<file path="src/sv/wrapped_kernel_convolution_defines.svh">
// ---------------------------------------------------------------------------
// Assertion macros for the wrapped kernel convolution block
// Property wrappers sampled on clk and disabled in reset.
// ---------------------------------------------------------------------------
`ifndef WRAPPED_KERNEL_CONVOLUTION_DEFINES_SVH
`define WRAPPED_KERNEL_CONVOLUTION_DEFINES_SVH

// same-cycle implication
`define WKC_ASSERT_NOW(lbl, ante, cons, msg) \
  lbl: assert property (@(posedge clk) disable iff (rst) (ante) |-> (cons)) else $error(msg);

// next-cycle implication
`define WKC_ASSERT_NEXT(lbl, ante, cons, msg) \
  lbl: assert property (@(posedge clk) disable iff (rst) (ante) |=> (cons)) else $error(msg);

`endif

</file>
<file path="src/sv/wkc_pkg.sv">
// ---------------------------------------------------------------------------
// wkc_pkg
// Shared constants, types and sequencer states for the convolution block.
// ---------------------------------------------------------------------------
`default_nettype none

package wkc_pkg;

  localparam int MAX_WIDTH  = 256;
  localparam int MAX_HEIGHT = 256;
  localparam int MAX_KERNEL = 7;
  localparam int NCOEF      = MAX_KERNEL * MAX_KERNEL;
  localparam int CIDX_W     = $clog2(NCOEF);
  localparam int COLB       = $clog2(MAX_WIDTH);
  localparam int ROWB       = $clog2(MAX_HEIGHT);
  localparam int FS_AW      = COLB + ROWB;
  localparam int FS_DEPTH   = MAX_WIDTH * MAX_HEIGHT;
  localparam int UNITY      = 256;

  localparam int DVD_W      = 24;
  localparam int DVS_W      = 22;
  localparam int DCNT_W     = $clog2(DVD_W + 1);

  localparam logic [1:0] FUNC_COEF    = 2'd0;
  localparam logic [1:0] FUNC_PIXEL   = 2'd1;
  localparam logic [1:0] FUNC_COMPUTE = 2'd2;

  localparam logic [1:0] REG_WIDTH  = 2'd0;
  localparam logic [1:0] REG_HEIGHT = 2'd1;
  localparam logic [1:0] REG_KSIZE  = 2'd2;

  typedef enum logic [3:0] {
    ST_IDLE,
    ST_SUM_RD,
    ST_SUM_ACC,
    ST_SC_RD,
    ST_SC_DIV,
    ST_SC_WAIT,
    ST_MODR,
    ST_MODR_W,
    ST_MODC,
    ST_MODC_W,
    ST_WRAPR,
    ST_WRAPC,
    ST_TAP_RD,
    ST_TAP_MAC,
    ST_DONE
  } state_t;

  typedef struct packed {
    logic             start;
    logic [DVD_W-1:0] dividend;
    logic [DVS_W-1:0] divisor;
  } div_req_t;

  typedef struct packed {
    logic             busy;
    logic             done;
    logic [DVD_W-1:0] quot;
    logic [DVS_W-1:0] rem;
  } div_rsp_t;

endpackage

`default_nettype wire

</file>
<file path="src/sv/wkc_div.sv">
// ---------------------------------------------------------------------------
// wkc_div
// Unsigned restoring divider, one quotient bit per cycle.
// ---------------------------------------------------------------------------
`default_nettype none

module wkc_div (
  input  wire logic              clk,
  input  wire logic              rst,
  input  wire wkc_pkg::div_req_t req,
  output wkc_pkg::div_rsp_t      rsp
);

  logic [wkc_pkg::DVD_W-1:0]  dvd;
  logic [wkc_pkg::DVS_W-1:0]  dvs;
  logic [wkc_pkg::DVS_W:0]    rem;
  logic [wkc_pkg::DCNT_W-1:0] cnt;
  logic                       busy;
  logic                       done;
  logic [wkc_pkg::DVS_W:0]    rem_sh;
  logic                       ge;

  assign rem_sh = {rem[wkc_pkg::DVS_W-1:0], dvd[wkc_pkg::DVD_W-1]};
  assign ge     = rem_sh >= {1'b0, dvs};

  always_ff @(posedge clk) begin
    if (rst) begin
      busy <= 1'b0;
      done <= 1'b0;
      cnt  <= '0;
    end else begin
      done <= 1'b0;
      if (req.start && !busy) begin
        busy <= 1'b1;
        cnt  <= wkc_pkg::DCNT_W'(wkc_pkg::DVD_W);
      end else if (busy) begin
        cnt <= cnt - 1'b1;
        if (cnt == wkc_pkg::DCNT_W'(1)) begin
          busy <= 1'b0;
          done <= 1'b1;
        end
      end
    end
  end

  always_ff @(posedge clk) begin
    if (req.start && !busy) begin
      dvd <= req.dividend;
      dvs <= req.divisor;
      rem <= '0;
    end else if (busy) begin
      dvd <= {dvd[wkc_pkg::DVD_W-2:0], ge};
      rem <= ge ? (rem_sh - {1'b0, dvs}) : rem_sh;
    end
  end

  assign rsp.busy = busy;
  assign rsp.done = done;
  assign rsp.quot = dvd;
  assign rsp.rem  = rem[wkc_pkg::DVS_W-1:0];

endmodule

`default_nettype wire

</file>
<file path="config.mk">
export PLATFORM = sky130hd
export DESIGN_NAME = wkc_div
export DESIGN_NICKNAME = d
export VERILOG_FILES = /design/src/sv/wrapped_kernel_convolution_defines.svh /design/src/sv/wkc_pkg.sv /design/src/sv/wkc_div.sv
export SDC_FILE = /design/constraint.sdc
export NUM_CORES = 1
export LEC_CHECK = 0
export ABC_CLOCK_PERIOD_IN_PS = 2800
export BUFFER_PORTS_ARGS = -buffer_cell sky130_fd_sc_hd__buf_2
export CORE_ASPECT_RATIO = 0.7
export CORE_UTILIZATION = 33
export DETAILED_ROUTE_END_ITERATION = 16
export HOLD_SLACK_MARGIN = 0.02
export SLEW_MARGIN = 25
export SYNTH_ARGS = -nofsm -noshare
export SYNTH_HDL_FRONTEND = slang
export SYNTH_SLANG_ARGS = --single-unit
</file>
<file path="constraint.sdc">
create_clock -name clk -period 2.8 [get_ports clk]
set_input_delay 0.56 -clock clk [delete_from_list [all_inputs] [get_ports clk]]
set_output_delay 0.56 -clock clk [all_outputs]
set_load 0.01 [all_outputs]
</file>
==> results of run 1 <==
-- cell type report --
type / count / area [sq um] / area share (%)
flip-flops and latches: 75 / 1962 / 38.25
multi-input cells: 247 / 1913 / 37.30
repair buffers: 110 / 598.1 / 11.66
clock buffers: 9 / 225.2 / 4.391
well taps: 157 / 196.4 / 3.830
inverters: 35 / 131.4 / 2.562
clock inverters: 7 / 102.6 / 2.000
-- worst register-to-register path: cells and delay by family (launching register included) --
| kind | cells | cell delay, ps |
|---|---|---|
| flops | 1 | 390 |
| compound gates | 6 | 1150 |
| xor+xnor | 1 | 150 |
| buf+inv | 2 | 140 |
| fa+ha+maj | 2 | 570 |
| mux | 1 | 130 |
-- cell families after synthesis --
| kind of cell | after synthesis | share of synthesized area, % |
|---|---|---|
| fa+ha+maj | 25 | 7.853 |
| buf+inv | 47 | 5.184 |
| compound gates | 90 | 15.28 |
| simple gates | 70 | 8.343 |
| xor+xnor | 22 | 4.724 |
| flops | 75 | 48.10 |
| mux | 40 | 10.52 |
-- stage by stage --
step	instance area, sq um	hold slack [ps]
2_1_floorplan	4079	496.9
4_1_cts	5099	378.4
3_3_place_gp	4771	479.1
3_5_place_dp	4771	482.6
5_1_grt	5129	380.2
6_report	5129	391.3
-- worst paths after layout --
path              cells after the start              endpoint  slack, ps
hold / removal                        1      dvs[1]$_DFFE_PP_        390
setup / recovery                     12  rem[20]$_SDFFE_PP0P_        150
setup reg to reg                     12  rem[20]$_SDFFE_PP0P_        150
hold reg to reg                       2  rem[18]$_SDFFE_PP0P_        490
-- per-layer routing --
metal	GRT usage, %	vias to the layer above
li1	-	1561
met3	3.881	12
met2	24.23	74
met1	20.31	1522
met4	5.431	0
met5	0	-
-- synth_stat cells (2+ instances only) --
cell type / instances
edfxtp_1: 46
inv_1: 35
dfxtp_1: 29
nand2_1: 26
ha_1: 24
mux2_2: 23
a21oi_1: 17
mux2i_1: 17
o21ai_1: 17
nor2_1: 15
xnor2_1: 12
o21ai_0: 11
a21o_1: 10
xor2_1: 10
nor3_1: 7
a32oi_1: 6
clkbuf_1: 6
a31oi_1: 4
and3_1: 4
nand2b_1: 4
a211oi_1: 3
nor3b_1: 3
o21bai_1: 3
a22o_1: 2
buf_1: 2
buf_4: 2
nand3_1: 2
nor2b_1: 2
o21a_1: 2
o221a_2: 2
-- power by group --
part / leakage (nW) / switching (mW) / internal (mW)
sequential: 0.689 / 0.178 / 1.40
combinational: 1.54 / 1.11 / 0.954
clock: 0.156 / 0.477 / 0.786
total: 2.38 / 1.76 / 3.14
-- flip-flops by register name, indices dropped and copies added, names as in the netlist --
| register | cells |
|---|---|
| busy | 1 |
| cnt | 5 |
| done | 1 |
| dvd | 24 |
| dvs | 22 |
| rem | 22 |
-- cells in the final DEF, fill, tap and decap left out, types with 2 or more instances in the layout --
| master | Yosys | layout |
|---|---|---|
| nor3b_1 | 3 | 3 |
| a31oi_1 | 4 | 4 |
| edfxtp_1 | 46 | 46 |
| nor3_1 | 7 | 7 |
| o21ai_1 | 17 | 17 |
| a32oi_1 | 6 | 6 |
| ha_1 | 24 | 24 |
| o21ai_0 | 11 | 11 |
| o221a_2 | 2 | 2 |
| a21oi_1 | 17 | 17 |
| o21a_1 | 2 | 2 |
| a22o_1 | 2 | 2 |
| xor2_1 | 10 | 10 |
| clkinv_4 | 0 | 4 |
| buf_4 | 2 | 13 |
| nand3_1 | 2 | 2 |
| clkbuf_16 | 0 | 9 |
| and3_1 | 4 | 4 |
| buf_2 | 0 | 96 |
| nand2_1 | 26 | 26 |
| o21bai_1 | 3 | 3 |
| a211oi_1 | 3 | 3 |
| mux2i_1 | 17 | 17 |
| nand2b_1 | 4 | 4 |
| xnor2_1 | 12 | 12 |
| inv_1 | 35 | 35 |
| mux2_2 | 23 | 23 |
| dfxtp_1 | 29 | 29 |
| nor2_1 | 15 | 15 |
| nor2b_4 | 1 | 2 |
| a21o_1 | 10 | 10 |
| bufinv_16 | 0 | 2 |
-- what timing repair did --
action | 4_1_cts | 5_1_grt
setup endpoints to repair | 0 | 2
resized for setup | 0 | 0
buffers inserted | 0 | 4
==> results.sh, run 1 <==
export IMPL_first_pass_iters=4
export IMPL_async_flop_share_pct=0
export IMPL_hold_violations=0
export IMPL_dr_wl_met2_um=4092
export IMPL_fin_skew_ps=7.528
export IMPL_vias=3169
export IMPL_final_nets=552
export IMPL_path_clk_slew_ps=60
export IMPL_synthToLayoutAreaGrowth_pct=25.74
export IMPL_drc_errors=0
export IMPL_grt_antenna_before_repair=0
export IMPL_period_needed_ps=2654
export IMPL_yosys_top_cells_area="edfxtp_1, dfxtp_1, ha_1"
export IMPL_nFillCells=1192
export IMPL_dieHeight_um=95.02
export IMPL_clk_path_buf_depth=2
export IMPL_start_kind="register"
export IMPL_synth_area_sq_um=4079
export IMPL_cp_max_fo=3
export IMPL_port_buffers=96
export IMPL_max_freq_ghz=0.3769
export IMPL_fp_dieW_um=134.9
export IMPL_max_cap_viol_count=0
export IMPL_gr_total_overflow=0
export IMPL_finalNonFillerCells=640
export IMPL_grt_max_degree=25
export IMPL_wl_met3_um=497
export IMPL_drt_met1_wl_um=4633
export IMPL_cts_sinks=75
export IMPL_htree_num_levels=3
export IMPL_gp_congestion=0.9356
export IMPL_ys_seq_area_share_pct=48.10
export IMPL_hpwl_um=6827
export IMPL_root_buffer="clkbuf_16"
export IMPL_ys_flop_type="edfxtp_1"
export IMPL_rsz0062_at_grt="false"
export IMPL_synth_top_cell_area_share_pct=33.87
export IMPL_syn_nets=443
export IMPL_yosysTopAreaCell="edfxtp_1"
export IMPL_grt_pass1_vias=2987
export IMPL_ys_ff_latch=75
export IMPL_cts_tree="yes"
export IMPL_min_delay_start="req[1]"
export IMPL_ios=97
export IMPL_avgSynthCellArea_sq_um=11.05
export IMPL_coreArea_sq_um=11890
export IMPL_r2r_start="dvd[23]$_DFFE_PP_"
export IMPL_setup_viol=0
export IMPL_status="complete, no violations"
export IMPL_worstHoldPathType="primary input to register"
export IMPL_clk_latency_ps=340
export IMPL_p_per_area_nw_per_um2=957.1
export IMPL_p_total_mw=4.909
export IMPL_endpoint_kind="register"
export IMPL_crit_chain="inv_1, ha_1, inv_1, fa_1, a21o_1, a221oi_2, o221a_2, o221a_2, o21ai_0, xor2_1, mux2i_1, o21ai_1"
export IMPL_worstPathArrival_ps=2860
export IMPL_cp_buffers_inverters=2
export IMPL_synth_warnings=0
export IMPL_cts_buffers=9
export IMPL_routed_wl_um=9355
export IMPL_fin_crit_sh_pct=94.77
export IMPL_antenna_left=0
export IMPL_antenna_cells=0
export IMPL_ir_worst_vdd_mv=0.3920
export IMPL_setup_ws_ps=146.4
export IMPL_path_class="register to register"
export IMPL_startpoint="dvd[23]$_DFFE_PP_"
export IMPL_initial_utilization_pct=34.30
export IMPL_dieArea_sq_um=12820
export IMPL_place_ws_ps=80.69
export IMPL_drt_iter0_markers=160
export IMPL_grt_first_pass_wirelength_um=14820
export IMPL_via_per_inst=4.952
export IMPL_path_delay_family="compound AO/OA/AOI/OAI gates"
export IMPL_synth_edff_count=46
export IMPL_critPathMaxStageDelay_ps=400
export IMPL_ys_types=53
export IMPL_drive_gt1_share_pct=32.92
export IMPL_tightest_slew_ps=557.3
export IMPL_syn_inst=369
export IMPL_wl_per_cell_um=14.62
export IMPL_tns_ps=0
export IMPL_rows=33
export IMPL_maxSlewViolCount=0
export IMPL_slew_headroom_pct=62.81
export IMPL_power_leakage_nw=2.384
export IMPL_fin_util_pct=43.13
export IMPL_groute_usage_overall_pct=15.29
export IMPL_highest_layer="met4"
export IMPL_crit_slowest_cell="fa_1"
export IMPL_hold_buffers=0
export IMPL_place_inst=620
export IMPL_worstPathRequired_ps=3000
(Power assumes the default switching activity.)
==> inputs of run 2 (changes only) <==
Settings changed: CELL_PAD_IN_SITES_DETAIL_PLACEMENT set to 1, CELL_PAD_IN_SITES_GLOBAL_PLACEMENT set to 2, PLACE_DENSITY_LB_ADDON set to 0.1.
==> results.sh, run 2 (synthesis gave the netlist of run 1 again) <==
export IMPL_grt_pass1_vias=3260
export IMPL_cp_max_fo=3
export IMPL_cts_setup_buffers=0
export IMPL_coreArea_sq_um=11890
export IMPL_post_cts_resized=0
export IMPL_worstPathRequired_ps=3000
export IMPL_seqPwrFrac_pct=33.4
export IMPL_min_path_cells=1
export IMPL_cts_buffers=9
export IMPL_final_common_cell="buf_2"
export IMPL_antenna_left=0
export IMPL_regToRegSetupSlack_ps=190
export IMPL_nFillCells=1335
export IMPL_grt_first_pass_wirelength_um=16730
export IMPL_ios=97
export IMPL_root_buffer="clkbuf_16"
export IMPL_dieArea_sq_um=12820
export IMPL_hpwl_um=7980
export IMPL_switchingPower_mw=1.819
export IMPL_slew_headroom_pct=57.94
export IMPL_rows=33
export IMPL_ir_worst_vdd_mv=0.2971
export IMPL_clkPwrFrac_pct=23.0
export IMPL_crit_slowest_cell="edfxtp_1"
export IMPL_drt_iter0_markers=101
export IMPL_clk_path_buf_depth=2
export IMPL_layout_common_cells="buf_2, edfxtp_1, inv_1, dfxtp_1, nand2_1"
export IMPL_gr_total_overflow=0
export IMPL_synthToLayoutAreaGrowth_pct=24.45
export IMPL_largest_reg_flops=24
export IMPL_r2r_start="dvd[23]$_DFFE_PP_"
export IMPL_period_needed_ps=2609
export IMPL_status="complete, no violations"
export IMPL_power_leakage_nw=2.346
export IMPL_min_delay_start="req[9]"
export IMPL_vias=3097
export IMPL_cp_depth=12
export IMPL_clk_latency_ps=340
export IMPL_worstHoldPathType="primary input to register"
export IMPL_max_cap_viol_count=0
export IMPL_grt_max_degree=42
export IMPL_htree_num_levels=3
export IMPL_whs_endpoint="dvs[9]$_DFFE_PP_"
export IMPL_switching_share_pct=38.20
export IMPL_rsz0062_at_grt="false"
export IMPL_p_int_mw=2.943
export IMPL_initial_utilization_pct=34.30
export IMPL_wl_per_cell_um=16.47
export IMPL_routed_wl_um=10510
export IMPL_grt_antenna_before_repair=0
export IMPL_first_pass_iters=4
export IMPL_p_per_area_nw_per_um2=938.1
export IMPL_maxSlewViolCount=0
export IMPL_critPathMaxStageDelay_ps=390
export IMPL_reg_largest_list="dvd x24, dvs x22, rem x22"
export IMPL_final_nets=550
export IMPL_path_clk_slew_ps=60
export IMPL_port_buffers=96
export IMPL_cts_tree="yes"
export IMPL_path_class="register to register"
export IMPL_start_kind="register"
export IMPL_regToRegEndpoint="rem[20]$_SDFFE_PP0P_"
export IMPL_endpoint_kind="register"
export IMPL_antenna_cells=0
export IMPL_fin_skew_ps=9.118
export IMPL_groute_usage_overall_pct=17.14
export IMPL_path_delay_family="compound AO/OA/AOI/OAI gates"
export IMPL_cp_buffers_inverters=2
export IMPL_tightest_slew_ps=630.1
export IMPL_setup_viol=0
export IMPL_max_freq_ghz=0.3833
export IMPL_via_per_inst=4.854
export IMPL_fin_crit_sh_pct=93.18
export IMPL_gp_congestion=0.7656
export IMPL_p_total_mw=4.762
export IMPL_crit_chain="inv_2, ha_1, inv_1, fa_2, a21o_1, a221oi_2, o221a_2, o221a_4, o21ai_0, xor2_1, mux2i_1, o21ai_1"
export IMPL_reg2reg_depth=12
export IMPL_cts_sinks=75
export IMPL_hold_buffers=0
export IMPL_drive_gt1_share_pct=33.06
export IMPL_worstPathArrival_ps=2810
export IMPL_tns_ps=0
export IMPL_fp_dieW_um=134.9
export IMPL_combPwrFrac_pct=43.7
export IMPL_dieHeight_um=95.02
export IMPL_drc_errors=0
export IMPL_regMostFlops="dvd"
export IMPL_startpoint="dvd[23]$_DFFE_PP_"
export IMPL_hold_violations=0
==> run 2: worst register-to-register path: stages, from the launching register on <==
cell      delay [ps]
edfxtp_1         390
inv_2             80
ha_1             160
inv_1             60
fa_2             350
a21o_1           190
a221oi_2         270
o221a_2          280
o221a_4          220
o21ai_0          100
xor2_1           150
mux2i_1          140
o21ai_1           80
==> run 2: worst max-delay path by stage <==
stage / to / slack [ps]
floorplan: rem[20]$_SDFFE_PP0P_ / 100
global placement: rem[20]$_SDFFE_PP0P_ / 180
finish: rem[20]$_SDFFE_PP0P_ / 190
global route: rem[20]$_SDFFE_PP0P_ / 5
detailed placement: rem[20]$_SDFFE_PP0P_ / 70
CTS: rem[20]$_SDFFE_PP0P_ / 40
==> run 2: per-stage QoR <==
step | instance area [sq um] | setup WS (ps) | utilization [%] | cells | hold slack, ps
after floorplan | 4079 | 96.63 | - | 369 | 496.9
after global placement | 4786 | 183.6 | 40.25 | 622 | 479.6
after detailed placement | 4786 | 71.26 | 40.25 | 622 | 489.2
after CTS | 5065 | 40.97 | 42.59 | 638 | 381.3
after global routing | 5076 | 4.687 | 42.69 | 638 | 381.8
final | 5076 | 190.9 | 42.69 | 638 | 394.1
==> run 2: area by class of cell <==
| type | instances | area [sq um] | area share (%) |
|---|---|---|---|
| clock inverters | 7 | 53.80 | 1.060 |
| multi-input cells | 247 | 1924 | 37.91 |
| repair buffers | 108 | 583.1 | 11.49 |
| clock buffers | 9 | 225.2 | 4.437 |
| inverters | 35 | 131.4 | 2.588 |
| well taps | 157 | 196.4 | 3.870 |
| flip-flops and latches | 75 | 1962 | 38.65 |
==> run 2: per-layer routing <==
layer	vias up	part of all wire, %	GRT usage [%]
li1	1558	-	-
met1	1473	53	25.45
met2	57	42	24.14
met3	9	4.1	4.413
met4	0	0.90	4.775
met5	-	0	0
==> run 2: power by group through the flow <==
| stage | clock (mW) | sequential (mW) | combinational, mW |
|---|---|---|---|
| final | 1.09 | 1.59 | 2.08 |
| after detailed placement | 0 | 1.62 | 2.07 |
| after CTS | 1.13 | 1.59 | 2.09 |
| after global placement | 0 | 1.61 | 2.06 |
| after floorplan | 0 | 1.66 | 1.42 |
| after global routing | 1.16 | 1.63 | 2.30 |
==> inputs of run 3 (changes only) <==
Settings changed: CTS_BUF_LIST set to sky130_fd_sc_hd__clkbuf_2.
==> results.sh, run 3 (synthesis gave the netlist of run 1 again) <==
export IMPL_dieArea_sq_um=12820
export IMPL_power_leakage_nw=2.277
export IMPL_grt_max_degree=42
export IMPL_largest_reg_flops=24
export IMPL_root_buffer="clkbuf_2"
export IMPL_path_clk_slew_ps=250
export IMPL_path_delay_family="compound AO/OA/AOI/OAI gates"
export IMPL_path_class="register to register"
export IMPL_first_pass_iters=4
export IMPL_layout_common_cells="buf_2, edfxtp_1, inv_1, dfxtp_1, nand2_1"
export IMPL_critPathMaxStageDelay_ps=450
export IMPL_max_cap_viol_count=0
export IMPL_slew_headroom_pct=58.26
export IMPL_max_freq_ghz=0.3809
export IMPL_cts_buffers=9
export IMPL_worstHoldPathType="primary input to register"
export IMPL_port_buffers=96
export IMPL_coreArea_sq_um=11890
export IMPL_groute_usage_overall_pct=17.04
export IMPL_period_needed_ps=2625
export IMPL_tightest_slew_ps=625.2
export IMPL_regMostFlops="dvd"
export IMPL_rows=33
export IMPL_initial_utilization_pct=34.30
export IMPL_ios=97
export IMPL_final_nets=551
export IMPL_grt_first_pass_wirelength_um=16620
export IMPL_wl_per_cell_um=16.40
export IMPL_cp_max_fo=3
export IMPL_antenna_cells=0
export IMPL_status="complete, no violations"
export IMPL_routed_wl_um=10480
export IMPL_start_kind="register"
export IMPL_tns_ps=0
export IMPL_dieHeight_um=95.02
export IMPL_gp_congestion=0.7656
export IMPL_vias=3109
export IMPL_setup_viol=0
export IMPL_htree_num_levels=3
export IMPL_placed_cell_area_sq_um=4786
export IMPL_crit_chain="inv_2, ha_1, inv_1, fa_2, a21o_1, a221oi_2, o221a_2, o221a_4, o21ai_1, xor2_1, mux2i_1, o21ai_1"
export IMPL_fp_dieW_um=134.9
export IMPL_clk_path_buf_depth=2
export IMPL_via_per_inst=4.865
export IMPL_reg_largest_list="dvd x24, dvs x22, rem x22"
export IMPL_setup_ws_ps=174.8
export IMPL_drive_gt1_share_pct=33.20
export IMPL_fin_crit_sh_pct=93.76
export IMPL_nFillCells=1359
export IMPL_gr_total_overflow=0
export IMPL_hpwl_um=7980
export IMPL_p_per_area_nw_per_um2=861.1
export IMPL_path_common_cell="o21ai_1"
export IMPL_synthToLayoutAreaGrowth_pct=20.21
export IMPL_grt_pass1_vias=3247
export IMPL_cp_buffers_inverters=2
export IMPL_cts_sinks=75
export IMPL_drt_iter0_markers=90
export IMPL_ir_worst_vdd_mv=0.2965
export IMPL_multi_input_area_sq_um=1924
export IMPL_clk_latency_ps=560
export IMPL_maxSlewViolCount=0
export IMPL_place_ws_ps=71.26
export IMPL_register_area_sq_um=1962
export IMPL_endpoint_kind="register"
export IMPL_grt_antenna_before_repair=0
export IMPL_drc_errors=0
export IMPL_fin_skew_ps=27.63
export IMPL_final_common_cell="buf_2"
export IMPL_rsz0062_at_grt="false"
export IMPL_antenna_left=0
export IMPL_hold_violations=0
export IMPL_cts_tree="yes"
export IMPL_hold_buffers=0
export IMPL_crit_slowest_cell="edfxtp_1"
export IMPL_fin_area_sq_um=4903
export IMPL_fin_util_pct=41.24
export IMPL_worstPathRequired_ps=3230
export IMPL_worstPathArrival_ps=3060
[run 3: cell types whose count changed in the layout (fill, tap and decap cells not counted), sizes merged]
cell / delta
buf: +1
[run 3: worst register-to-register path, delay by kind of cell, from the launching register on]
kind,cells,cell delay (ps)
adder cells (fa/ha/maj),2,510
buffers and inverters,2,140
flip-flops,1,450
XOR/XNOR,1,150
AO/OA/AOI/OAI,6,1120
multiplexers,1,130
[run 3: worst paths after layout]
check / startpoint / endpoint / slack [ps] / cells past startpoint
max: dvd[23]$_DFFE_PP_ / rem[20]$_SDFFE_PP0P_ / 170 / 12
min: req[2] / dvs[2]$_DFFE_PP_ / 150 / 1
max reg2reg: dvd[23]$_DFFE_PP_ / rem[20]$_SDFFE_PP0P_ / 170 / 12
min reg2reg: rem[21]$_SDFFE_PP0P_ / rem[21]$_SDFFE_PP0P_ / 510 / 2
[run 3: per-stage QoR]
stage | std cells | hold WS, ps | total power [mW]
2_1_floorplan | 369 | 496.9 | 3.076
3_3_place_gp | 622 | 479.6 | 3.664
3_5_place_dp | 622 | 489.2 | 3.689
4_1_cts | 638 | 102.9 | 4.266
5_1_grt | 639 | 94.27 | 4.548
6_report | 639 | 152.7 | 4.222
[run 3: power breakdown]
part | switching, mW | internal [mW] | total (mW)
logic | 1.15 | 0.942 | 2.09
registers | 0.184 | 1.40 | 1.58
clock network | 0.429 | 0.120 | 0.549
[run 3: routing by layer]
layer	vias to the layer above	wire (um)	global-route usage [%]
met5	-	0	0
met4	0	104	4.775
met3	9	435	4.572
met2	55	4318	24.14
met1	1482	5619	25.08
li1	1563	-	-
[run 3: layout make-up]
cell class                 count  area share, %
multi-input combinational    247          39.24
clock buffer                   9         0.9186
tap                          157          4.006
inverter                      35          2.679
sequential                    75          40.01
timing repair buffer         109          12.04
clock inverter                 7          1.097
[run 3: timing repair]
action | CTS | global route
gates resized for setup | 0 | 5
setup endpoints to repair | 0 | 3
buffers inserted | 0 | 1
